`src/mpwd_pkg.sv`:
```
// shared types and constants of the manchester pulse-width word decoder
package mpwd_pkg;

  // interval thresholds in percent of one bit period
  localparam logic [9:0] LenMin   = 10'd25;
  localparam logic [9:0] HalfMax  = 10'd75;
  localparam logic [9:0] FullMax  = 10'd125;
  localparam logic [9:0] ShortMax = 10'd175;
  localparam logic [9:0] LongMax  = 10'd225;

  localparam int DefWordBits = 16;
  localparam int OutWordBits = 16;

  // interval class
  typedef enum logic [2:0] {
    CLS_ERR   = 3'd0,
    CLS_HALF  = 3'd1,
    CLS_FULL  = 3'd2,
    CLS_SHORT = 3'd3,
    CLS_LONG  = 3'd4
  } pw_class_e;

  // result status codes
  typedef enum logic [2:0] {
    ST_WAIT       = 3'd0,
    ST_HANDLE     = 3'd1,
    ST_CHECK      = 3'd2,
    ST_READY      = 3'd3,
    ST_ERR_LEN    = 3'd4,
    ST_ERR_STRUCT = 3'd5
  } status_e;

endpackage

```
`src/manchester_pulse_width_decoder_core.sv`:
```
// top level of the manchester pulse-width word decoder
//
//   channel   direction  handshake                   payload
//   input     in         in_valid_i / in_stall_o     pulse_width_i
//   result    out        out_valid_o / out_stall_i   status_o, word_data_o, is_command_o
//   config    in         cfg_valid_i / cfg_ready_o   cfg_parity_seed_i
//
// one interval beat is taken every cycle while in_stall_o is low; its result beat reaches the outputs
// through the input register, then one pass of compare and shift logic into the result register
// decoder state is updated in the same pass that loads the result register
// a stalled result register holds the input register, which then stalls the input side
// reset clears all decoder state and the handshake flags; parity seed resets to 1
module manchester_pulse_width_decoder_core import mpwd_pkg::*; #(
  parameter int WORD_BITS = DefWordBits
) (
  input  logic        clk_i,
  input  logic        rst_ni,
  // interval input
  input  logic        in_valid_i,
  output logic        in_stall_o,
  input  logic [9:0]  pulse_width_i,
  // result output
  output logic        out_valid_o,
  input  logic        out_stall_i,
  output logic [2:0]  status_o,
  output logic [15:0] word_data_o,
  output logic        is_command_o,
  // configuration write
  input  logic        cfg_valid_i,
  output logic        cfg_ready_o,
  input  logic        cfg_parity_seed_i
);

  localparam int CntW = $clog2(WORD_BITS + 1);
  localparam int ExtW = (WORD_BITS > OutWordBits) ? WORD_BITS : OutWordBits;
  localparam logic [CntW-1:0] WordCnt = CntW'(WORD_BITS);

  // handshake and input register
  logic            s1_valid_q, s1_valid_d;
  logic [9:0]      s1_width_q;
  logic            advance;
  logic            in_accept;

  // decoder state
  logic                 parity_seed_q;
  logic                 line_q, line_d;
  logic [CntW-1:0]      bit_cnt_q, bit_cnt_d;
  logic [1:0]           half_units_q, half_units_d;
  logic [WORD_BITS-1:0] shift_q, shift_d;
  logic [WORD_BITS-1:0] held_q, held_d;
  logic                 cmd_pend_q, cmd_pend_d;
  logic                 cmd_held_q, cmd_held_d;
  logic                 parity_q, parity_d;
  logic                 in_frame_q, in_frame_d;

  // result register
  logic            out_valid_q;
  status_e         status_q, status_d;
  logic [15:0]     word_q;
  logic            cmd_q;

  pw_class_e       cls;
  logic            lvl;
  logic [2:0]      units;
  logic [ExtW-1:0] held_ext;

  // the result register frees when empty or when its beat is taken
  assign advance     = s1_valid_q && (!out_valid_q || !out_stall_i);
  assign in_stall_o  = s1_valid_q && !advance;
  assign in_accept   = in_valid_i && !in_stall_o;
  assign cfg_ready_o = 1'b1;

  always_comb begin
    if (in_accept) begin
      s1_valid_d = 1'b1;
    end else if (advance) begin
      s1_valid_d = 1'b0;
    end else begin
      s1_valid_d = s1_valid_q;
    end
  end

  mpwd_classify u_classify (
    .pulse_width_i (s1_width_q),
    .class_o       (cls)
  );

  // every interval marks an edge, so the level toggles first
  assign lvl = ~line_q;

  always_comb begin
    line_d       = lvl;
    bit_cnt_d    = bit_cnt_q;
    half_units_d = half_units_q;
    shift_d      = shift_q;
    held_d       = held_q;
    cmd_pend_d   = cmd_pend_q;
    cmd_held_d   = cmd_held_q;
    parity_d     = parity_q;
    in_frame_d   = in_frame_q;
    status_d     = ST_WAIT;
    units        = {1'b0, half_units_q};

    unique case (cls)
      CLS_HALF:  units = {1'b0, half_units_q} + 3'd1;
      CLS_FULL:  units = {1'b0, half_units_q} + 3'd2;
      CLS_SHORT,
      CLS_LONG: begin
        // sync opens a frame
        in_frame_d = 1'b1;
        shift_d    = '0;
        parity_d   = parity_seed_q;
        bit_cnt_d  = '0;
        units      = (cls == CLS_SHORT) ? 3'd1 : 3'd2;
        cmd_pend_d = ~lvl;
      end
      default: units = {1'b0, half_units_q};
    endcase

    if (cls == CLS_ERR) begin
      bit_cnt_d    = '0;
      half_units_d = '0;
      in_frame_d   = 1'b0;
      status_d     = ST_ERR_LEN;
    end else if (units >= 3'd3) begin
      // too many half-bit units in a row
      bit_cnt_d    = '0;
      half_units_d = '0;
      in_frame_d   = 1'b0;
      status_d     = ST_ERR_STRUCT;
    end else begin
      half_units_d = units[1:0];
      if (!in_frame_d) begin
        status_d = ST_WAIT;
      end else if (units == 3'd2 && bit_cnt_d < WordCnt) begin
        // one data bit complete
        shift_d      = {shift_d[WORD_BITS-2:0], lvl};
        parity_d     = parity_d ^ lvl;
        bit_cnt_d    = bit_cnt_d + CntW'(1);
        half_units_d = '0;
        status_d     = (bit_cnt_d < WordCnt) ? ST_HANDLE : ST_CHECK;
      end else if (units == 3'd2) begin
        // parity bit complete: hand the word over and close the frame
        held_d       = shift_d;
        shift_d      = '0;
        cmd_held_d   = cmd_pend_d;
        cmd_pend_d   = 1'b0;
        bit_cnt_d    = '0;
        half_units_d = '0;
        in_frame_d   = 1'b0;
        if (lvl != parity_d) begin
          // parity failed, so the line is inverted
          line_d     = ~lvl;
          held_d     = ~held_d;
          cmd_held_d = ~cmd_held_d;
        end
        status_d = ST_READY;
      end else begin
        status_d = (bit_cnt_d < WordCnt) ? ST_HANDLE : ST_CHECK;
      end
    end
  end

  assign held_ext = ExtW'(held_d);

  always_ff @(posedge clk_i or negedge rst_ni) begin
    if (!rst_ni) begin
      s1_valid_q    <= 1'b0;
      out_valid_q   <= 1'b0;
      parity_seed_q <= 1'b1;
      line_q        <= 1'b0;
      bit_cnt_q     <= '0;
      half_units_q  <= '0;
      shift_q       <= '0;
      held_q        <= '0;
      cmd_pend_q    <= 1'b0;
      cmd_held_q    <= 1'b0;
      parity_q      <= 1'b0;
      in_frame_q    <= 1'b0;
    end else begin
      s1_valid_q <= s1_valid_d;
      if (advance) begin
        out_valid_q <= 1'b1;
      end else if (!out_stall_i) begin
        out_valid_q <= 1'b0;
      end
      if (cfg_valid_i && cfg_ready_o) begin
        parity_seed_q <= cfg_parity_seed_i;
      end
      if (advance) begin
        line_q       <= line_d;
        bit_cnt_q    <= bit_cnt_d;
        half_units_q <= half_units_d;
        shift_q      <= shift_d;
        held_q       <= held_d;
        cmd_pend_q   <= cmd_pend_d;
        cmd_held_q   <= cmd_held_d;
        parity_q     <= parity_d;
        in_frame_q   <= in_frame_d;
      end
    end
  end

  // payload registers
  always_ff @(posedge clk_i) begin
    if (in_accept) begin
      s1_width_q <= pulse_width_i;
    end
    if (advance) begin
      status_q <= status_d;
      word_q   <= held_ext[OutWordBits-1:0];
      cmd_q    <= cmd_held_d;
    end
  end

  assign out_valid_o  = out_valid_q;
  assign status_o     = status_q;
  assign word_data_o  = word_q;
  assign is_command_o = cmd_q;

  // a beat moving out of the input register always lands in the result register
  a_advance_fills: assert property (@(posedge clk_i) disable iff (!rst_ni)
    advance |=> out_valid_q)
    else $error("result register not loaded after advance");

  // the bit count is cleared whenever no frame is open
  a_idle_counts: assert property (@(posedge clk_i) disable iff (!rst_ni)
    !in_frame_q |-> bit_cnt_q == '0)
    else $error("bit count set outside a frame");

  // the bit count never passes the word length
  a_bit_range: assert property (@(posedge clk_i) disable iff (!rst_ni)
    bit_cnt_q <= WordCnt)
    else $error("bit count beyond word length");

  // three half-bit units are never kept
  a_units_range: assert property (@(posedge clk_i) disable iff (!rst_ni)
    half_units_q != 2'd3)
    else $error("half-bit unit count overflow");

  // state only moves when a beat passes into the result register
  a_state_holds: assert property (@(posedge clk_i) disable iff (!rst_ni)
    !advance |=> $stable(line_q) && $stable(bit_cnt_q) && $stable(in_frame_q))
    else $error("decoder state changed without a beat");

endmodule

```
`src/mpwd_classify.sv`:
```
// sorts one edge-to-edge interval into half bit, full bit, sync or length error
module mpwd_classify import mpwd_pkg::*; (
  input  logic [9:0] pulse_width_i,
  output pw_class_e  class_o
);

  always_comb begin
    priority if (pulse_width_i <= LenMin || pulse_width_i > LongMax) begin
      class_o = CLS_ERR;
    end else if (pulse_width_i <= HalfMax) begin
      class_o = CLS_HALF;
    end else if (pulse_width_i <= FullMax) begin
      class_o = CLS_FULL;
    end else if (pulse_width_i <= ShortMax) begin
      class_o = CLS_SHORT;
    end else begin
      class_o = CLS_LONG;
    end
  end

endmodule
```
`config.mk`:
```
export PLATFORM = sky130hd
export DESIGN_NAME = manchester_pulse_width_decoder_core
export DESIGN_NICKNAME = d
export VERILOG_FILES = /design/src/mpwd_pkg.sv /design/src/manchester_pulse_width_decoder_core.sv /design/src/mpwd_classify.sv
export SDC_FILE = /design/constraint.sdc
export NUM_CORES = 1
export LEC_CHECK = 0
export ABC_AREA = 1
export BUFFER_PORTS_ARGS = -buffer_cell sky130_fd_sc_hd__buf_2
export CORE_ASPECT_RATIO = 0.7
export CORE_MARGIN = 1
export CORE_UTILIZATION = 50
export CTS_CLUSTER_SIZE = 8
export DETAILED_ROUTE_END_ITERATION = 12
export GPL_TIMING_DRIVEN = 0
export PLACE_DENSITY = 0.74
export RECOVER_POWER = 25
export SLEW_MARGIN = 10
export SYNTH_ARGS = -nofsm -noshare
export SYNTH_HDL_FRONTEND = slang
export SYNTH_HIERARCHICAL = 1
export SYNTH_SLANG_ARGS = --single-unit
```
`constraint.sdc`:
```
create_clock -name clk_i -period 3.5 [get_ports clk_i]
set_input_delay 0.35 -clock clk_i [delete_from_list [all_inputs] [get_ports clk_i]]
set_output_delay 0.35 -clock clk_i [all_outputs]
set_load 0.02 [all_outputs]
```
==> results of run 1 <==
-- metal layers --
layer  up-vias  global-route usage  share of wire
li1       1759                   -              -
met1      1664               0.307           0.46
met2        83               0.386           0.47
met3        13              0.0531          0.057
met4         0              0.0733          0.015
met5         -                   0              0
-- metrics by stage --
stage | cells | power [mW] | cell area [µm²]
after floorplan | 528 | 1.95 | 4120
after global placement | 665 | 2.12 | 4430
after detailed placement | 665 | 2.18 | 4430
after CTS | 681 | 3.08 | 4720
after global routing | 681 | 3.29 | 4720
final | 681 | 3.08 | 4720
-- report_power, final --
part	switching [mW]	internal, mW	total (mW)
clock	0.351	0.550	0.901
sequential	0.0975	1.12	1.22
combinational	0.661	0.299	0.961
total	1.11	1.97	3.08
-- sequential cells by signal, indices dropped and copies added (netlist names) --
name and count:
held_q 16, shift_q 16, word_data_o 16, s1_width_q 9, bit_cnt_q 5, status_o 3, half_units_q 2, cmd_held_q 1
cmd_pend_q 1, in_frame_q 1, is_command_o 1, line_q 1, out_valid_o 1, parity_q 1, parity_seed_q 1, s1_valid_q 1
-- final timing paths --
path,endpoint,depth (start not counted),startpoint,slack [ns]
setup / recovery,status_o[1]$_SDFFCE_PP0P_,13,s1_width_q[7]$_DFFE_PP_,0.57
hold / removal,parity_seed_q$_DFFE_PN1P_,2,cfg_valid_i,0.18
setup reg to reg,status_o[1]$_SDFFCE_PP0P_,13,s1_width_q[7]$_DFFE_PP_,0.57
hold reg to reg,held_q[14]$_DFFE_PN0P_,2,held_q[14]$_DFFE_PN0P_,0.48
max in group asynchronous,held_q[11]$_DFFE_PN0P_,1,rst_ni,1.18
min in group asynchronous,held_q[3]$_DFFE_PN0P_,1,rst_ni,0.82
-- final cells by class --
cell class              count  area, µm²
well taps                 101        126
repair buffers             36        179
flip-flops and latches     76       2050
inverters                  59        223
clock inverters             5       53.8
multi-input cells         376       1750
fillers                   698       3220
clock buffers              11        233
plain buffers              17        101
==> results.py, run 1 <==
metrics = {
    "outcome": {
        "outcome": "finished, violations left",
        "violations": "max-capacitance violations, max-slew violations",
    },
    "routing": {
        "wl_per_cell_um": 13.5,
        "initialDrtViolationCount": 268,
        "num_vias": 3519,
        "firstDrtPassIters": 4,
        "drt.antenna.violating_nets": 0,
        "routed_wl_um": 9220,
        "via_per_inst": 5.17,
        "drc": 0,
    },
    "critical_path": {
        "worstSetupEndpointType": "flop",
        "critical_path_buf_inv_count": 3,
        "start_kind": "flop",
        "crit_path_frequent_cell": "nand2_1",
        "required_ns": 3.64,
        "cp_cell_sequence": "nor3_1 > nand2_1 > a21oi_2 > nor2_2 > nand2_2 > inv_2 > nor2_4 > buf_2 > nand2_1 > inv_1 > ha_1 > nand3_1 > a21boi_0",
        "cpMaxStageDelayCell": "edfxtp_1",
        "path_class": "reg -> reg",
        "slowest_delay_ns": 0.43,
        "arrival_ns": 3.07,
        "critPathTopFamily": "simple AND/OR/NAND/NOR gates",
        "path_max_fanout": 10,
    },
    "cts": {
        "ctsLongestPathBuffers": 2,
        "postCtsSetupBuffers": 0,
        "clk_pin_slew_ns": 0.06,
        "cts_max_level": 3,
        "numCtsBuffers": 9,
        "clk_latency_ns": 0.33,
        "cts-root-buf": "clkbuf_16",
        "ctsResizeCount": 0,
        "cts_tree": "done",
        "holdBufCountCts": 0,
        "cts_sinks": 76,
    },
    "cells_and_area": {
        "syn2layout_area_growth_pct": 14.4,
        "diodes": 0,
        "most-common-layout-cells": "nand2_1 (213), inv_1 (51), dfrtp_1 (46), nor2_1 (41), buf_2 (38)",
        "final_util": 0.594,
        "layout_commonest_cell": "nand2_1",
        "nets": 593,
        "layout-drive-gt1-share": 0.166,
    },
    "floorplanning": {
        "die_w_um": 111,
        "initial_core_util": 0.519,
        "dieHeight_um": 78.0,
        "num_io_pins": 39,
        "rows": 27,
        "core_area_mm2": 0.00794,
        "die_area_mm2": 0.00862,
    },
    "timing": {
        "rsz0062_at_grt": "false",
        "period_share": 0.837,
        "setup_ws_ns": 0.571,
        "tightest_slew_ns": 2.61,
        "finalHoldWorstSlack_ns": 0.183,
        "drv_slew": 48,
        "period_needed_ns": 2.93,
        "slew_headroom": -0.738,
        "finalHoldViolCount": 0,
        "skew_ns": 0.00440,
        "max_freq_mhz": 341,
        "setup_viol": 0,
        "setup_tns_ns": 0,
    },
    "global_routing": {
        "antenna_found_initial": 0,
        "overflow": 0,
        "grt_usage": 0.234,
        "grt_pass1_wl_um": 16000,
        "grt_max_degree": 48,
        "grt_pass1_vias": 3484,
    },
    "pwr": {
        "peakVddDrop_uv": 346,
        "power_leakage_nw": 2.38,
        "p_per_area_mw_per_mm2": 654,
    },
    "logic_synthesis": {
        "yosysWarnings": 6,
        "netlist_area_mm2": 0.00412,
        "syn_inst": 528,
        "avgSynthCellArea_um2": 7.81,
        "syn-num-nets": 546,
    },
    "min_path": {
        "holdCritPathClass": "in -> reg",
    },
    "placed_design": {
        "gp_congestion": 0.794,
        "dp_slack_ns": 0.626,
        "dp_hpwl_um": 6450,
        "port_buffers": 36,
    },
    "flow_run": {
        "maxCapViolations": 1,
    },
}
No activity file was read; power rests on OpenSTA's default activity.
==> run 2, diff against run 1 <==
Clock period 3.5 ns to 2.9 ns, I/O delays scaled along.
==> results.py, run 2 (synthesis results as in run 1) <==
metrics = {
    "cells_and_area": {
        "diodes": 0,
        "final.fill_count": 676,
        "layout_commonest_cell": "nand2_1",
        "most-common-layout-cells": "nand2_1 (213), inv_1 (51), dfrtp_1 (46), nor2_1 (39), buf_2 (37)",
        "fin_cells": 693,
        "syn2layout_area_growth_pct": 17.8,
        "layout-drive-gt1-share": 0.189,
        "final_util": 0.612,
        "design_area_mm2": 0.00486,
        "nets": 605,
    },
    "routing": {
        "via_per_inst": 5.19,
        "drc": 0,
        "initialDrtViolationCount": 246,
        "drt.antenna.violating_nets": 0,
        "num_vias": 3596,
        "routed_wl_um": 9380,
        "firstDrtPassIters": 5,
        "wl_per_cell_um": 13.5,
    },
    "critical_path": {
        "endpoint": "word_data_o[0]$_DFFE_PP_",
        "r2r_cells": 17,
        "worstSetupEndpointType": "flop",
        "critical_path_buf_inv_count": 2,
        "path_class": "reg -> reg",
        "slowest_delay_ns": 0.46,
        "cp.depth": 17,
        "r2r_setup_slack_ns": 0.21,
        "required_ns": 2.98,
        "cpMaxStageDelayCell": "edfxtp_1",
        "crit-reg2reg-capture": "word_data_o[0]$_DFFE_PP_",
        "path_max_fanout": 8,
        "crit_path_frequent_cell": "nand2_1",
        "start_kind": "flop",
        "timing.rr.start": "s1_width_q[6]$_DFFE_PP_",
        "arrival_ns": 2.77,
        "critPathLaunch": "s1_width_q[6]$_DFFE_PP_",
        "critPathTopFamily": "simple AND/OR/NAND/NOR gates",
        "cp_cell_sequence": "nand2_1 > nand2_1 > nor2_4 > nand2_1 > a21oi_4 > nor2_2 > nand2_2 > inv_2 > nor2_4 > nand2_2 > nand2_1 > nand2_1 > nand2_4 > buf_4 > nand2_1 > nand3_1 > nand2_1",
    },
    "timing": {
        "period_share": 0.927,
        "drv_slew": 48,
        "slew_headroom": -0.739,
        "setup_ws_ns": 0.211,
        "skew_ns": 0.00519,
        "max_freq_mhz": 372,
        "period_needed_ns": 2.69,
        "finalHoldViolCount": 0,
        "setup_viol": 0,
        "tightest_slew_ns": 2.61,
    },
    "outcome": {
        "outcome": "finished, violations left",
        "violations": "max-capacitance violations, max-slew violations",
    },
    "cts": {
        "cts_sinks": 76,
        "cts-root-buf": "clkbuf_16",
        "cts_max_level": 3,
        "cts_tree": "done",
        "numCtsBuffers": 9,
        "clk_pin_slew_ns": 0.06,
        "clk_latency_ns": 0.33,
        "ctsLongestPathBuffers": 2,
        "holdBufCountCts": 0,
    },
    "placed_design": {
        "gp_congestion": 0.794,
        "port_buffers": 36,
        "dpl_cell_area_mm2": 0.00443,
        "dp_slack_ns": 0.0257,
        "dp.cells": 665,
        "dp_hpwl_um": 6450,
    },
    "flow_run": {
        "maxCapViolations": 1,
    },
    "global_routing": {
        "grt_usage": 0.234,
        "overflow": 0,
        "antenna_found_initial": 0,
        "grt_pass1_vias": 3484,
        "grt_max_degree": 48,
        "grt_pass1_wl_um": 16000,
    },
    "floorplanning": {
        "num_io_pins": 39,
        "dieHeight_um": 78.0,
        "core_area_mm2": 0.00794,
        "die_area_mm2": 0.00862,
        "initial_core_util": 0.519,
        "rows": 27,
        "die_w_um": 111,
    },
    "pwr": {
        "peakVddDrop_uv": 429,
        "power_leakage_nw": 2.45,
        "p_per_area_mw_per_mm2": 784,
        "power_mw": 3.81,
    },
    "min_path": {
        "whs_path_depth": 2,
        "holdCritPathClass": "in -> reg",
    },
}
[run 2: area by class of cell]
cell class | instances | area [µm²] | area share
Clock buffer | 11 | 233 | 0.0479
Inverter | 59 | 224 | 0.0461
Clock inverter | 5 | 53.8 | 0.0111
Multi-Input combinational cell | 376 | 1790 | 0.369
Tap cell | 101 | 126 | 0.0260
Buffer | 17 | 111 | 0.0229
Sequential cell | 76 | 2050 | 0.422
Timing Repair Buffer | 48 | 269 | 0.0554
[run 2: per-layer routing]
metal	global-route usage	wire, µm	vias to the layer above
li1	-	-	1781
met1	0.307	4340	1709
met2	0.386	4460	93
met3	0.0531	455	13
met4	0.0733	125	0
met5	0	0	-
[run 2: how the worst min path moves through the flow]
stage | from | endpoint | slack (ns)
5_1_grt | pulse_width_i[2] | s1_width_q[2]$_DFFE_PP_ | 0.12
2_1_floorplan | rst_ni | bit_cnt_q[0]$_DFFE_PN0P_ | -0.006
3_3_place_gp | held_q[8]$_DFFE_PN0P_ | held_q[8]$_DFFE_PN0P_ | 0.46
3_5_place_dp | held_q[14]$_DFFE_PN0P_ | held_q[14]$_DFFE_PN0P_ | 0.47
6_report | cfg_valid_i | parity_seed_q$_DFFE_PN1P_ | 0.12
4_1_cts | cfg_valid_i | parity_seed_q$_DFFE_PN1P_ | 0.12
[run 2: worst reg2reg max path, stage by stage, from the launching register on]
cell,delay (ns)
edfxtp_1,0.46
nand2_1,0.12
nand2_1,0.09
nor2_4,0.14
nand2_1,0.10
a21oi_4,0.22
nor2_2,0.08
nand2_2,0.14
inv_2,0.06
nor2_4,0.22
nand2_2,0.10
nand2_1,0.12
nand2_1,0.11
nand2_4,0.09
buf_4,0.16
nand2_1,0.06
nand3_1,0.10
nand2_1,0.07
[run 2: report_power, final]
group          internal, mW  switching, mW
registers              1.35          0.120
logic                 0.415          0.826
clock network         0.664          0.428
total                  2.43           1.37
[run 2: metrics by stage]
step,hold slack (ns),TNS (ns)
2_1_floorplan,-0.00559,0
3_5_place_dp,0.467,0
4_1_cts,0.121,0
6_report,0.123,0
3_3_place_gp,0.462,0
5_1_grt,0.120,-0.000808
[run 2: repair_timing]
action / 4_1_cts / 5_1_grt
endpoints found under the hold margin: 0 / 0
buffers inserted: 0 / 12
resized for setup: 0 / 13
endpoints found under the setup margin: 0 / 48
==> run 3, diff against run 2 <==
Settings changed: SYNTH_HIERARCHICAL 1 to default, TNS_END_PERCENT from default to 50.
==> results.py, run 3 <==
metrics = {
    "outcome": {
        "outcome": "finished clean",
    },
    "critical_path": {
        "cp_cell_sequence": "nand3b_1 > nor2_1 > nor2_2 > buf_6 > nand3_2 > buf_2 > nand2_1 > inv_1 > ha_1 > inv_1 > nor3_1 > nand4_1 > nand2_1 > a21oi_1",
        "critPathLaunch": "s1_width_q[6]$_DFFE_PP_",
        "critical_path_buf_inv_count": 4,
        "start_kind": "flop",
        "critPathTopFamily": "simple AND/OR/NAND/NOR gates",
        "path_class": "reg -> reg",
        "r2r_cells": 14,
        "cpMaxStageDelayCell": "edfxtp_1",
        "slowest_delay_ns": 0.42,
        "timing.rr.start": "s1_width_q[6]$_DFFE_PP_",
        "worstSetupEndpointType": "flop",
        "endpoint": "status_o[0]$_SDFFCE_PP0P_",
        "crit-reg2reg-capture": "status_o[0]$_SDFFCE_PP0P_",
        "path_max_fanout": 10,
        "arrival_ns": 2.61,
        "cp.depth": 14,
        "required_ns": 2.99,
        "r2r_setup_slack_ns": 0.37,
    },
    "placed_design": {
        "dp.cells": 698,
        "dp_hpwl_um": 6720,
        "port_buffers": 36,
        "dpl_cell_area_mm2": 0.00468,
        "gp_congestion": 0.820,
    },
    "global_routing": {
        "grt_usage": 0.232,
        "grt_max_degree": 48,
        "grt_pass1_wl_um": 16100,
        "grt_pass1_vias": 3362,
        "overflow": 0,
        "antenna_found_initial": 0,
    },
    "cts": {
        "postCtsSetupBuffers": 0,
        "ctsLongestPathBuffers": 2,
        "cts_max_level": 3,
        "numCtsBuffers": 9,
        "cts_tree": "done",
        "clk_pin_slew_ns": 0.06,
        "ctsResizeCount": 0,
        "holdBufCountCts": 0,
        "cts-root-buf": "clkbuf_16",
        "clk_latency_ns": 0.34,
        "cts_sinks": 76,
    },
    "timing": {
        "max_freq_mhz": 396,
        "setup_tns_ns": 0,
        "period_needed_ns": 2.53,
        "setup_viol": 0,
        "skew_ns": 0.00856,
        "drv_slew": 0,
        "tightest_slew_ns": 1.25,
        "finalHoldViolCount": 0,
        "period_share": 0.871,
        "slew_headroom": 0.164,
        "rsz0062_at_grt": "false",
    },
    "logic_synthesis": {
        "synth_cell_types": 38,
        "synth.most_common_cell": "nand2_1",
        "synth_top_area_frac": 0.264,
        "synth_common_cells": "nand2_1 (226), inv_1 (52), dfrtp_1 (46), nand2_2 (33)",
        "avgSynthCellArea_um2": 8.03,
        "synthArstFlopShare": 0.618,
        "netlist_top_cells_area": "dfrtp_1 (26%), edfxtp_1 (20%), nand2_1 (19%)",
        "netlist_area_mm2": 0.00435,
        "synth-main-ff-cell": "dfrtp_1",
        "yosysWarnings": 0,
        "ys_seq_area_frac": 0.471,
        "synth_edf_count": 29,
        "ys_ff_latch": 76,
        "syn-num-nets": 560,
        "syn_inst": 542,
        "yosysTopAreaCell": "dfrtp_1",
    },
    "routing": {
        "initialDrtViolationCount": 296,
        "drt.antenna.violating_nets": 0,
        "num_vias": 3534,
        "wl_per_cell_um": 13.3,
        "drc": 0,
        "routed_wl_um": 9480,
        "firstDrtPassIters": 5,
        "via_per_inst": 4.95,
    },
    "pwr": {
        "peakVddDrop_uv": 412,
        "p_per_area_mw_per_mm2": 748,
        "power_leakage_nw": 2.54,
    },
    "floorplanning": {
        "die_w_um": 114,
        "dieHeight_um": 80.1,
        "num_io_pins": 39,
        "initial_core_util": 0.516,
        "die_area_mm2": 0.00909,
        "rows": 28,
        "core_area_mm2": 0.00844,
    },
    "cells_and_area": {
        "layout-drive-gt1-share": 0.224,
        "final.fill_count": 726,
        "nets": 607,
        "multi_input_area_mm2": 0.00194,
        "design_area_mm2": 0.00500,
        "diodes": 0,
        "syn2layout_area_growth_pct": 14.9,
        "most-common-layout-cells": "nand2_1 (226), inv_1 (52), dfrtp_1 (46), buf_2 (38), nand2_2 (33)",
        "fin_cells": 714,
        "seq_area_mm2": 0.00205,
        "layout_commonest_cell": "nand2_1",
    },
    "min_path": {
        "whs_path_depth": 2,
        "holdCritPathClass": "in -> reg",
    },
    "flow_run": {
        "maxCapViolations": 0,
    },
}
-- run 3: worst min path at each step --
stage | startpoint | to | slack [ns]
floorplan | rst_ni | bit_cnt_q[0]$_DFFE_PN0P_ | -0.006
global placement | cmd_pend_q$_DFFE_PN0P_ | cmd_pend_q$_DFFE_PN0P_ | 0.46
detailed placement | held_q[5]$_DFFE_PN0P_ | held_q[5]$_DFFE_PN0P_ | 0.47
CTS | cfg_valid_i | parity_seed_q$_DFFE_PN1P_ | 0.12
global route | pulse_width_i[1] | s1_width_q[1]$_DFFE_PP_ | 0.12
finish | cfg_valid_i | parity_seed_q$_DFFE_PN1P_ | 0.13
-- run 3: metrics by stage --
step	power [mW]	hold slack, ns	utilization	setup WS [ns]
2_1_floorplan	2.25	-0.00559	-	0.778
3_3_place_gp	2.51	0.460	0.555	0.436
3_5_place_dp	2.54	0.466	0.555	0.393
4_1_cts	3.74	0.121	0.592	0.387
5_1_grt	3.97	0.117	0.592	0.239
6_report	3.74	0.125	0.592	0.375
-- run 3: area by class of cell --
cell class,instances,share of cell area
sequential,76,0.410
multi-input combinational,391,0.389
clock buffer,10,0.0458
inverter,57,0.0440
timing repair buffer,36,0.0360
tap,120,0.0300
buffer,18,0.0283
clock inverter,6,0.0175
-- run 3: cells by family after synthesis --
kind of cell,synth area share
simple gates,0.374
flops,0.471
buf+inv,0.0831
compound gates,0.0661
fa+ha+maj,0.00575
other cells,0.000861
-- run 3: layer usage --
metal / global-route usage / part of all wire / up-vias
met3: 0.0566 / 0.055 / 10
met5: 0 / 0 / -
met4: 0.0645 / 0.013 / 0
met1: 0.337 / 0.50 / 1636
li1: - / - / 1793
met2: 0.343 / 0.43 / 95
-- run 3: power breakdown --
group	total [mW]	internal (mW)	switching, mW
Combinational	1.15	0.344	0.803
Clock	1.19	0.755	0.438
Sequential	1.40	1.31	0.0942
